===== config.mk =====
export PLATFORM = sky130hd
export DESIGN_NAME = sha256_sha224_hash_core_unit
export DESIGN_NICKNAME = d
export VERILOG_FILES = /design/src/sha_pkg.sv /design/src/sha256_sha224_hash_core_unit.sv /design/src/sha_front.sv /design/src/sha_out.sv /design/src/sha_core.sv
export VERILOG_INCLUDE_DIRS = /design/src /design/src/src
export SDC_FILE = /design/constraint.sdc
export NUM_CORES = 2
export LEC_CHECK = 0
export CORE_MARGIN = 2
export CORE_UTILIZATION = 35
export CTS_CLUSTER_DIAMETER = 60
export DETAILED_ROUTE_END_ITERATION = 10
export DONT_BUFFER_PORTS = 1
export PLACE_DENSITY_LB_ADDON = 0.1
export SLEW_MARGIN = 5
export SYNTH_ARGS = -nofsm -noshare
export SYNTH_HDL_FRONTEND = slang
export SYNTH_SLANG_ARGS = --single-unit

===== constraint.sdc =====
create_clock -name clk -period 25.7 [get_ports clk]
set_input_delay 1.285 -clock clk [delete_from_list [all_inputs] [get_ports clk]]
set_output_delay 1.285 -clock clk [all_outputs]
set_load 0.01 [all_outputs]

===== src/sha256_sha224_hash_core_unit_assert.svh =====
// ----------------------------------------------------------------------------
// sha256_sha224_hash_core_unit_assert.svh
// Assertion macros used by the hash core engine (sha_core)
// ----------------------------------------------------------------------------
`ifndef SHA256_SHA224_HASH_CORE_UNIT_ASSERT_SVH
`define SHA256_SHA224_HASH_CORE_UNIT_ASSERT_SVH

// same-cycle implication, checked outside reset
`define SHA_ASSERT_IMP(lbl, ante, cons, msg) \
    lbl: assert property (@(posedge clk) disable iff (!rst_n) (ante) |-> (cons)) \
        else $error(msg);

// next-cycle implication, checked outside reset
`define SHA_ASSERT_NXT(lbl, ante, cons, msg) \
    lbl: assert property (@(posedge clk) disable iff (!rst_n) (ante) |=> (cons)) \
        else $error(msg);

`endif


===== src/sha_pkg.sv =====
`timescale 1ns / 1ps
// ----------------------------------------------------------------------------
// sha_pkg
// Types, constants and round functions of the SHA-256/SHA-224 hash core
// ----------------------------------------------------------------------------
package sha_pkg;

    localparam int ROUNDS    = 64;
    localparam int RND_W     = 6;
    localparam int WORDS     = 8;
    localparam int BLK_WORDS = 16;
    localparam int POS_W     = 4;

    // front queue between word intake and the compression engine
    localparam int FQ_DEPTH = 16;
    localparam int FQ_AW    = 4;

    // digest queue on the result side
    localparam int OQ_DEPTH = 8;
    localparam int OQ_AW    = 3;

    localparam logic MODE_SHA256 = 1'b0;
    localparam logic MODE_SHA224 = 1'b1;

    localparam logic [2:0] LAST_IDX_256 = 3'd7;
    localparam logic [2:0] LAST_IDX_224 = 3'd6;

    localparam logic [31:0] IV256 [WORDS] = '{
        32'h6a09e667, 32'hbb67ae85, 32'h3c6ef372, 32'ha54ff53a,
        32'h510e527f, 32'h9b05688c, 32'h1f83d9ab, 32'h5be0cd19
    };

    localparam logic [31:0] IV224 [WORDS] = '{
        32'hc1059ed8, 32'h367cd507, 32'h3070dd17, 32'hf70e5939,
        32'hffc00b31, 32'h68581511, 32'h64f98fa7, 32'hbefa4fa4
    };

    localparam logic [31:0] ROUND_K [ROUNDS] = '{
        32'h428a2f98, 32'h71374491, 32'hb5c0fbcf, 32'he9b5dba5,
        32'h3956c25b, 32'h59f111f1, 32'h923f82a4, 32'hab1c5ed5,
        32'hd807aa98, 32'h12835b01, 32'h243185be, 32'h550c7dc3,
        32'h72be5d74, 32'h80deb1fe, 32'h9bdc06a7, 32'hc19bf174,
        32'he49b69c1, 32'hefbe4786, 32'h0fc19dc6, 32'h240ca1cc,
        32'h2de92c6f, 32'h4a7484aa, 32'h5cb0a9dc, 32'h76f988da,
        32'h983e5152, 32'ha831c66d, 32'hb00327c8, 32'hbf597fc7,
        32'hc6e00bf3, 32'hd5a79147, 32'h06ca6351, 32'h14292967,
        32'h27b70a85, 32'h2e1b2138, 32'h4d2c6dfc, 32'h53380d13,
        32'h650a7354, 32'h766a0abb, 32'h81c2c92e, 32'h92722c85,
        32'ha2bfe8a1, 32'ha81a664b, 32'hc24b8b70, 32'hc76c51a3,
        32'hd192e819, 32'hd6990624, 32'hf40e3585, 32'h106aa070,
        32'h19a4c116, 32'h1e376c08, 32'h2748774c, 32'h34b0bcb5,
        32'h391c0cb3, 32'h4ed8aa4a, 32'h5b9cca4f, 32'h682e6ff3,
        32'h748f82ee, 32'h78a5636f, 32'h84c87814, 32'h8cc70208,
        32'h90befffa, 32'ha4506ceb, 32'hbef9a3f7, 32'hc67178f2
    };

    // one classified message word
    typedef struct packed {
        logic [31:0] word;
        logic        msg_end;
        logic        blk_last;
    } sha_item_t;

    // one digest word
    typedef struct packed {
        logic [31:0] word;
        logic        last;
    } sha_dig_t;

    typedef enum logic [1:0] {
        ST_LOAD,
        ST_ROUND,
        ST_FINAL,
        ST_EMIT
    } sha_state_t;

    function automatic logic [31:0] iv_word(input logic mode, input logic [2:0] idx);
        iv_word = (mode == MODE_SHA224) ? IV224[idx] : IV256[idx];
    endfunction

    function automatic logic [31:0] bsig0(input logic [31:0] v);
        bsig0 = {v[1:0], v[31:2]} ^ {v[12:0], v[31:13]} ^ {v[21:0], v[31:22]};
    endfunction

    function automatic logic [31:0] bsig1(input logic [31:0] v);
        bsig1 = {v[5:0], v[31:6]} ^ {v[10:0], v[31:11]} ^ {v[24:0], v[31:25]};
    endfunction

    function automatic logic [31:0] ssig0(input logic [31:0] v);
        ssig0 = {v[6:0], v[31:7]} ^ {v[17:0], v[31:18]} ^ {3'b000, v[31:3]};
    endfunction

    function automatic logic [31:0] ssig1(input logic [31:0] v);
        ssig1 = {v[16:0], v[31:17]} ^ {v[18:0], v[31:19]} ^ {10'b0, v[31:10]};
    endfunction

endpackage


===== src/sha256_sha224_hash_core_unit.sv =====
`timescale 1ns / 1ps
// Usage:
//   Message words of an already padded message enter through push/full, sixteen
//   per 512-bit block, with message_end high on the final word. A word is taken
//   at a clock edge with push high and full low. Digest words leave through
//   empty/pop, first word first; digest_last marks the eighth word (SHA-256) or
//   the seventh (SHA-224). The cfg channel writes digest_mode (0 SHA-256,
//   1 SHA-224) while the unit is idle; cfg_ready is always high and a write
//   reloads the initial hash values and restarts the block position.
//   A block is loaded word by word, then runs 64 rounds and one feed-forward
//   step, all on the single round unit. A 16-word queue in front keeps taking
//   words while rounds run. A final word that closes a block is followed by
//   the rounds and the feed-forward before the first digest word, and the
//   digest words follow one per cycle while the digest queue is not full.
//   Reset leaves SHA-256 selected, both queues empty, no request pending.
//   A stalled receiver fills the 8-word digest queue; the engine then waits
//   and the input queue backs up until full rises.
// ----------------------------------------------------------------------------
// sha256_sha224_hash_core_unit
// SHA-256/SHA-224 hash core top level
// ----------------------------------------------------------------------------
module sha256_sha224_hash_core_unit (
    input  logic        clk,
    input  logic        rst_n,
    input  logic        push,
    output logic        full,
    input  logic [31:0] message_word,
    input  logic        message_end,
    output logic        empty,
    input  logic        pop,
    output logic [31:0] digest_word,
    output logic        digest_last,
    input  logic        cfg_valid,
    output logic        cfg_ready,
    input  logic        cfg_data
);

    logic                q_valid;
    logic                q_pop;
    sha_pkg::sha_item_t  q_item;
    logic                d_push;
    logic                d_full;
    sha_pkg::sha_dig_t   d_item;
    logic                cfg_write;

    assign cfg_ready = 1'b1;
    assign cfg_write = cfg_valid && cfg_ready;

    // word intake and tagging
    sha_front u_front (
        .clk          (clk),
        .rst_n        (rst_n),
        .push         (push),
        .full         (full),
        .message_word (message_word),
        .message_end  (message_end),
        .cfg_write    (cfg_write),
        .q_valid      (q_valid),
        .q_item       (q_item),
        .q_pop        (q_pop)
    );

    // compression engine
    sha_core u_core (
        .clk       (clk),
        .rst_n     (rst_n),
        .cfg_write (cfg_write),
        .cfg_mode  (cfg_data),
        .q_valid   (q_valid),
        .q_item    (q_item),
        .q_pop     (q_pop),
        .d_push    (d_push),
        .d_item    (d_item),
        .d_full    (d_full)
    );

    // digest queue
    sha_out u_out (
        .clk         (clk),
        .rst_n       (rst_n),
        .d_push      (d_push),
        .d_item      (d_item),
        .d_full      (d_full),
        .empty       (empty),
        .pop         (pop),
        .digest_word (digest_word),
        .digest_last (digest_last)
    );

endmodule


===== src/sha_front.sv =====
`timescale 1ns / 1ps
// ----------------------------------------------------------------------------
// sha_front
// Word intake: tracks position in the block, tags words, queues them
// ----------------------------------------------------------------------------
module sha_front (
    input  logic                clk,
    input  logic                rst_n,
    input  logic                push,
    output logic                full,
    input  logic [31:0]         message_word,
    input  logic                message_end,
    input  logic                cfg_write,
    output logic                q_valid,
    output sha_pkg::sha_item_t  q_item,
    input  logic                q_pop
);

    sha_pkg::sha_item_t             mem_reg [sha_pkg::FQ_DEPTH];
    logic [sha_pkg::FQ_AW-1:0]      wr_ptr_reg;
    logic [sha_pkg::FQ_AW-1:0]      wr_ptr_next;
    logic [sha_pkg::FQ_AW-1:0]      rd_ptr_reg;
    logic [sha_pkg::FQ_AW-1:0]      rd_ptr_next;
    logic [sha_pkg::FQ_AW:0]        cnt_reg;
    logic [sha_pkg::FQ_AW:0]        cnt_next;
    logic [sha_pkg::POS_W-1:0]      pos_reg;
    logic [sha_pkg::POS_W-1:0]      pos_next;
    logic                           in_req;
    logic                           out_req;
    sha_pkg::sha_item_t             new_item;

    assign full    = (cnt_reg == (sha_pkg::FQ_AW + 1)'(sha_pkg::FQ_DEPTH));
    assign q_valid = (cnt_reg != '0);
    assign q_item  = mem_reg[rd_ptr_reg];
    assign in_req  = push && !full;
    assign out_req = q_pop && q_valid;

    // tag the incoming word
    always_comb
    begin
        new_item.word     = message_word;
        new_item.msg_end  = message_end;
        new_item.blk_last = (pos_reg == (sha_pkg::POS_W)'(sha_pkg::BLK_WORDS - 1));
    end

    // block position and queue pointers
    always_comb
    begin
        pos_next    = pos_reg;
        wr_ptr_next = wr_ptr_reg;
        rd_ptr_next = rd_ptr_reg;
        cnt_next    = cnt_reg;
        if (in_req)
        begin
            wr_ptr_next = wr_ptr_reg + 1'b1;
            if (message_end || new_item.blk_last)
            begin
                pos_next = '0;
            end
            else
            begin
                pos_next = pos_reg + 1'b1;
            end
        end
        if (out_req)
        begin
            rd_ptr_next = rd_ptr_reg + 1'b1;
        end
        if (in_req && !out_req)
        begin
            cnt_next = cnt_reg + 1'b1;
        end
        else if (out_req && !in_req)
        begin
            cnt_next = cnt_reg - 1'b1;
        end
        if (cfg_write)
        begin
            pos_next = '0;
        end
    end

    always_ff @(posedge clk or negedge rst_n)
    begin
        if (!rst_n)
        begin
            pos_reg    <= '0;
            wr_ptr_reg <= '0;
            rd_ptr_reg <= '0;
            cnt_reg    <= '0;
        end
        else
        begin
            pos_reg    <= pos_next;
            wr_ptr_reg <= wr_ptr_next;
            rd_ptr_reg <= rd_ptr_next;
            cnt_reg    <= cnt_next;
        end
    end

    // queue storage
    always_ff @(posedge clk)
    begin
        if (in_req)
        begin
            mem_reg[wr_ptr_reg] <= new_item;
        end
    end

endmodule


===== src/sha_out.sv =====
`timescale 1ns / 1ps
// ----------------------------------------------------------------------------
// sha_out
// Digest word queue toward the result side
// ----------------------------------------------------------------------------
module sha_out (
    input  logic               clk,
    input  logic               rst_n,
    input  logic               d_push,
    input  sha_pkg::sha_dig_t  d_item,
    output logic               d_full,
    output logic               empty,
    input  logic               pop,
    output logic [31:0]        digest_word,
    output logic               digest_last
);

    sha_pkg::sha_dig_t           mem_reg [sha_pkg::OQ_DEPTH];
    logic [sha_pkg::OQ_AW-1:0]   wr_ptr_reg;
    logic [sha_pkg::OQ_AW-1:0]   rd_ptr_reg;
    logic [sha_pkg::OQ_AW:0]     cnt_reg;
    logic [sha_pkg::OQ_AW:0]     cnt_next;
    logic                        in_req;
    logic                        out_req;
    sha_pkg::sha_dig_t           head;

    assign d_full      = (cnt_reg == (sha_pkg::OQ_AW + 1)'(sha_pkg::OQ_DEPTH));
    assign empty       = (cnt_reg == '0);
    assign in_req      = d_push && !d_full;
    assign out_req     = pop && !empty;
    assign head        = mem_reg[rd_ptr_reg];
    assign digest_word = head.word;
    assign digest_last = head.last;

    // occupancy
    always_comb
    begin
        cnt_next = cnt_reg;
        if (in_req && !out_req)
        begin
            cnt_next = cnt_reg + 1'b1;
        end
        else if (out_req && !in_req)
        begin
            cnt_next = cnt_reg - 1'b1;
        end
    end

    always_ff @(posedge clk or negedge rst_n)
    begin
        if (!rst_n)
        begin
            wr_ptr_reg <= '0;
            rd_ptr_reg <= '0;
            cnt_reg    <= '0;
        end
        else
        begin
            if (in_req)
            begin
                wr_ptr_reg <= wr_ptr_reg + 1'b1;
            end
            if (out_req)
            begin
                rd_ptr_reg <= rd_ptr_reg + 1'b1;
            end
            cnt_reg <= cnt_next;
        end
    end

    // queue storage
    always_ff @(posedge clk)
    begin
        if (in_req)
        begin
            mem_reg[wr_ptr_reg] <= d_item;
        end
    end

endmodule


===== src/sha_core.sv =====
`timescale 1ns / 1ps
`include "sha256_sha224_hash_core_unit_assert.svh"
// ----------------------------------------------------------------------------
// sha_core
// Compression engine: loads the schedule window, runs 64 rounds, emits digest
// ----------------------------------------------------------------------------
module sha_core (
    input  logic                clk,
    input  logic                rst_n,
    input  logic                cfg_write,
    input  logic                cfg_mode,
    input  logic                q_valid,
    input  sha_pkg::sha_item_t  q_item,
    output logic                q_pop,
    output logic                d_push,
    output sha_pkg::sha_dig_t   d_item,
    input  logic                d_full
);

    sha_pkg::sha_state_t        state_reg;
    sha_pkg::sha_state_t        state_next;
    logic                       mode_reg;
    logic                       pend_end_reg;
    logic                       pend_end_next;
    logic [sha_pkg::RND_W-1:0]  rnd_reg;
    logic [2:0]                 idx_reg;
    logic [31:0]                chain_reg [sha_pkg::WORDS];
    logic [31:0]                v_reg [sha_pkg::WORDS];
    logic [31:0]                w_reg [sha_pkg::BLK_WORDS];

    logic                       shift_en;
    logic [31:0]                shift_in;
    logic [31:0]                w_new;
    logic [31:0]                t1;
    logic [31:0]                t2;
    logic [31:0]                ch;
    logic [31:0]                maj;
    logic [2:0]                 last_idx;
    logic                       rnd_last;
    logic                       emit_last;
    logic                       load_blk;

    // round datapath
    always_comb
    begin
        w_new = sha_pkg::ssig1(w_reg[14]) + w_reg[9] + sha_pkg::ssig0(w_reg[1]) + w_reg[0];
        ch    = (v_reg[4] & v_reg[5]) ^ (~v_reg[4] & v_reg[6]);
        maj   = (v_reg[0] & v_reg[1]) ^ (v_reg[0] & v_reg[2]) ^ (v_reg[1] & v_reg[2]);
        t1    = v_reg[7] + sha_pkg::bsig1(v_reg[4]) + ch + sha_pkg::ROUND_K[rnd_reg]
              + w_reg[0];
        t2    = sha_pkg::bsig0(v_reg[0]) + maj;
    end

    assign last_idx  = (mode_reg == sha_pkg::MODE_SHA224) ? sha_pkg::LAST_IDX_224
                                                          : sha_pkg::LAST_IDX_256;
    assign rnd_last  = (rnd_reg == (sha_pkg::RND_W)'(sha_pkg::ROUNDS - 1));
    assign emit_last = (idx_reg == last_idx);

    // next state
    always_comb
    begin
        state_next    = state_reg;
        pend_end_next = pend_end_reg;
        case (state_reg)
            sha_pkg::ST_LOAD:
            begin
                if (q_valid)
                begin
                    pend_end_next = q_item.msg_end;
                    if (q_item.blk_last)
                    begin
                        state_next = sha_pkg::ST_ROUND;
                    end
                    else if (q_item.msg_end)
                    begin
                        state_next = sha_pkg::ST_EMIT;
                    end
                end
            end
            sha_pkg::ST_ROUND:
            begin
                if (rnd_last)
                begin
                    state_next = sha_pkg::ST_FINAL;
                end
            end
            sha_pkg::ST_FINAL:
            begin
                state_next = pend_end_reg ? sha_pkg::ST_EMIT : sha_pkg::ST_LOAD;
            end
            sha_pkg::ST_EMIT:
            begin
                if (!d_full && emit_last)
                begin
                    state_next = sha_pkg::ST_LOAD;
                end
            end
            default:
            begin
                state_next = sha_pkg::ST_LOAD;
            end
        endcase
    end

    // outputs and window control
    always_comb
    begin
        q_pop       = 1'b0;
        d_push      = 1'b0;
        shift_en    = 1'b0;
        shift_in    = w_new;
        load_blk    = 1'b0;
        d_item.word = chain_reg[idx_reg];
        d_item.last = emit_last;
        case (state_reg)
            sha_pkg::ST_LOAD:
            begin
                q_pop    = q_valid;
                shift_en = q_valid;
                shift_in = q_item.word;
                load_blk = q_valid && q_item.blk_last;
            end
            sha_pkg::ST_ROUND:
            begin
                shift_en = 1'b1;
            end
            sha_pkg::ST_FINAL:
            begin
                shift_en = 1'b0;
            end
            sha_pkg::ST_EMIT:
            begin
                d_push = !d_full;
            end
            default:
            begin
                q_pop = 1'b0;
            end
        endcase
    end

    // control registers
    always_ff @(posedge clk or negedge rst_n)
    begin
        if (!rst_n)
        begin
            state_reg    <= sha_pkg::ST_LOAD;
            mode_reg     <= sha_pkg::MODE_SHA256;
            pend_end_reg <= 1'b0;
            rnd_reg      <= '0;
            idx_reg      <= '0;
        end
        else
        begin
            state_reg    <= state_next;
            pend_end_reg <= pend_end_next;
            if (cfg_write)
            begin
                mode_reg <= cfg_mode;
            end
            if (state_reg == sha_pkg::ST_ROUND)
            begin
                rnd_reg <= rnd_reg + 1'b1;
            end
            if (d_push)
            begin
                idx_reg <= emit_last ? 3'd0 : idx_reg + 3'd1;
            end
        end
    end

    // chaining values
    always_ff @(posedge clk or negedge rst_n)
    begin
        if (!rst_n)
        begin
            for (int i = 0; i < sha_pkg::WORDS; i++)
            begin
                chain_reg[i] <= sha_pkg::IV256[i];
            end
        end
        else if (cfg_write)
        begin
            for (int i = 0; i < sha_pkg::WORDS; i++)
            begin
                chain_reg[i] <= sha_pkg::iv_word(cfg_mode, 3'(i));
            end
        end
        else if (state_reg == sha_pkg::ST_FINAL)
        begin
            for (int i = 0; i < sha_pkg::WORDS; i++)
            begin
                chain_reg[i] <= chain_reg[i] + v_reg[i];
            end
        end
        else if (d_push && emit_last)
        begin
            for (int i = 0; i < sha_pkg::WORDS; i++)
            begin
                chain_reg[i] <= sha_pkg::iv_word(mode_reg, 3'(i));
            end
        end
    end

    // working variables a..h
    always_ff @(posedge clk)
    begin
        if (load_blk)
        begin
            for (int i = 0; i < sha_pkg::WORDS; i++)
            begin
                v_reg[i] <= chain_reg[i];
            end
        end
        else if (state_reg == sha_pkg::ST_ROUND)
        begin
            v_reg[7] <= v_reg[6];
            v_reg[6] <= v_reg[5];
            v_reg[5] <= v_reg[4];
            v_reg[4] <= v_reg[3] + t1;
            v_reg[3] <= v_reg[2];
            v_reg[2] <= v_reg[1];
            v_reg[1] <= v_reg[0];
            v_reg[0] <= t1 + t2;
        end
    end

    // message schedule window, oldest word at the bottom
    always_ff @(posedge clk)
    begin
        if (shift_en)
        begin
            for (int i = 0; i < sha_pkg::BLK_WORDS - 1; i++)
            begin
                w_reg[i] <= w_reg[i + 1];
            end
            w_reg[sha_pkg::BLK_WORDS - 1] <= shift_in;
        end
    end

    `SHA_ASSERT_IMP(a_rnd_idle, state_reg != sha_pkg::ST_ROUND, rnd_reg == '0, "round counter left running")
    `SHA_ASSERT_NXT(a_rnd_final, state_reg == sha_pkg::ST_ROUND && rnd_last, state_reg == sha_pkg::ST_FINAL, "rounds did not finish")
    `SHA_ASSERT_IMP(a_no_overflow, d_push, !d_full, "digest pushed into full queue")
    `SHA_ASSERT_IMP(a_idx_224, state_reg == sha_pkg::ST_EMIT && mode_reg == sha_pkg::MODE_SHA224, idx_reg != sha_pkg::LAST_IDX_256, "eighth word in sha-224 mode")

endmodule

==> metrics.txt <==
Final Cell Area 0.110 mm^2; Total Routing Usage GR 21.8%; hold bufs inserted after CTS 1; FF-to-FF setup slack 14.85 ns; met2 wire len 157 mm; crit path max fanout 24; number of global-route vias before repair 62700; TritonCTS clock tree done; FILL cells 26300; Remaining DRCs 0; Worst Setup Slack, final 14.85 ns; Vias/cell 5.38; RD Place Congestion 0.895; worst hold slack 0.132 ns; die width 532 um; post-synth top area cell edfxtp_1; setup repair after global routing missed its margin no; crit end category flop; yosys warns 0; antenna-violating nets left 0; TritonRoute pass-1 iters 6; Async SR Flop Fraction 15.8%; most frequent cells in the layout 1576 x edfxtp_1, 1029 x nand2_1, 490 x a21oi_1; post-synth top area share 48.5%; startpoint types flop; EDFF count, synth 1576; Slew @ Worst Pin 1.11 ns; antenna violations before repair 9; Mapped Area 0.0975 mm^2; core area 0.277 mm^2; Critical Path RT 26.27 ns; clock latency on the worst-skew pair 0.93 ns; grt ovf 0; max reg flops 544; first-pass GRT wire length 453 mm; critical path arrival 11.42 ns; H-tree levels 4; die area 0.283 mm^2; crit path max-delay cell type dfrtp_1; sequential-to-total area share from yosys stat 56.3%; Avg Cell Area, Syn 12.9 um^2; CTS Sinks 1872; worst r2r src u_core.rnd_reg[1]; Setup WS pre-CTS 14.96 ns; Reg2Reg Depth 34; deepest clock path buffer count 4; final max-slew violation count 0; die height 532 um; Max Fclk 92.2 MHz; Hold Violations, Final 0; cts bufs inserted 230; dpl cell area 0.102 mm^2; met3 wire len 13.8 mm; Hold WC Path Type in2async; Post CTS Setup Buffer Count 0; Post-Syn Instances 7556; # IOs 75; status complete, no violations; Setup TNS 0 ns; Wirelength per Cell 27.4 um; Final Critical Period 10.85 ns; drt total wl 314 mm; Yosys cell types 89; #FFs+latches synth 1872; final setup fails 0; fin crit share 42.2%; Post-Syn Nets 8201; PortBufs 0; MaxCap Viol Count 0; Primary FF master, synth edfxtp_1; most common cell after layout, fill and taps aside edfxtp_1; Slew HR 26.3%; row count 193; Top Metal Used met5; Layout Skew 0.0856 ns; clock transition at the registers of the reported paths 0.06 ns; Initial Util 35.2%; fin nets 8207; dpl hpwl 215 mm; reg2reg end u_core.v_reg[0][31]; Metal-1 WL 134 mm; Root Buffer clkbuf_16; Crit Path Class reg2reg; routed vias 61700; Post-CTS Resized 0; synth top area cells edfxtp_1 49%, mux4_2 7.1%, ha_1 5.2%; Area Overhead vs Synth 12.6%; violation count after the first detailed-routing iteration 4798; largest net degree at the start of global routing 279; share of cells above drive strength 1 14.1%; Crit path largest cell delay 0.98 ns
final cells by class:
type                    count  area (um^2)  area share [%]
well taps                3705         4640            4.22
flip-flops and latches   1872        54900            50.1
diodes                      4         10.0         0.00912
repair buffers            121          983           0.896
multi-input cells        5055        40500            36.9
clock inverters           125         1510            1.38
clock buffers             294         6130            5.59
inverters                 282         1060           0.965
cell usage after synthesis (48+ instances only):
cell,count
nand2_1,1029
a21o_1,170
nor2_1,383
nand2b_1,66
buf_1,64
dfrtp_1,160
ha_1,409
o21a_1,60
mux4_2,306
dfstp_2,136
nor3_1,76
inv_1,281
mux2_2,99
nand3_1,85
edfxtp_1,1576
fa_1,197
nor2b_1,48
xor2_1,185
o21ai_0,447
xnor2_1,402
a21oi_1,492
clkbuf_1,280
layer usage:
| layer | global-route usage, % | vias up |
|---|---|---|
| met3 | 2.74 | 422 |
| met1 | 28.4 | 31800 |
| li1 | - | 28000 |
| met4 | 6.75 | 2 |
| met5 | 0 | - |
| met2 | 37.8 | 1475 |
stage by stage:
stage	cells	utilization (%)
4_1_cts	11500	39.7
3_5_place_dp	11000	36.9
2_1_floorplan	7556	-
5_1_grt	11500	39.7
3_3_place_gp	11000	36.9
6_report	11500	39.7
worst max-delay path by stage:
stage / cells after the start / from / to
final: 34 / u_core.rnd_reg[1] / u_core.v_reg[0][31]
after global routing: 34 / u_core.rnd_reg[1] / u_core.v_reg[0][31]
after CTS: 34 / u_core.rnd_reg[1] / u_core.v_reg[0][31]
after detailed placement: 34 / u_core.rnd_reg[1] / u_core.v_reg[0][31]
after global placement: 34 / u_core.rnd_reg[1] / u_core.v_reg[0][31]
after floorplan: 6 / u_core.state_reg[1] / u_core.v_reg[0][0]
logic make-up (layout without fill, tap and decap cells):
kind of cell / after synthesis / after routing / share of synthesized area (%)
AND/OR/NAND/NOR: 1842 / 1842 / 8.05
AO/OA/AOI/OAI: 1582 / 1582 / 10.1
XOR/XNOR: 588 / 588 / 5.30
multiplexers: 414 / 414 / 8.31
flip-flops: 1872 / 1872 / 56.3
adder cells (fa/ha/maj): 628 / 628 / 9.52
other: 1 / 5 / 0.00385
buffers and inverters: 629 / 822 / 2.43
worst max-delay path, delay by kind of cell, from the launching register on:
| family | cells | cell delay, ns |
|---|---|---|
| buf+inv | 5 | 0.86 |
| compound gates | 14 | 3.69 |
| fa+ha+maj | 8 | 3.49 |
| xor+xnor | 3 | 0.58 |
| flops | 1 | 0.98 |
| simple gates | 4 | 0.85 |
Power is not shown: default switching activity piles up to over one toggle a cycle in this logic, so the estimate is an artifact.
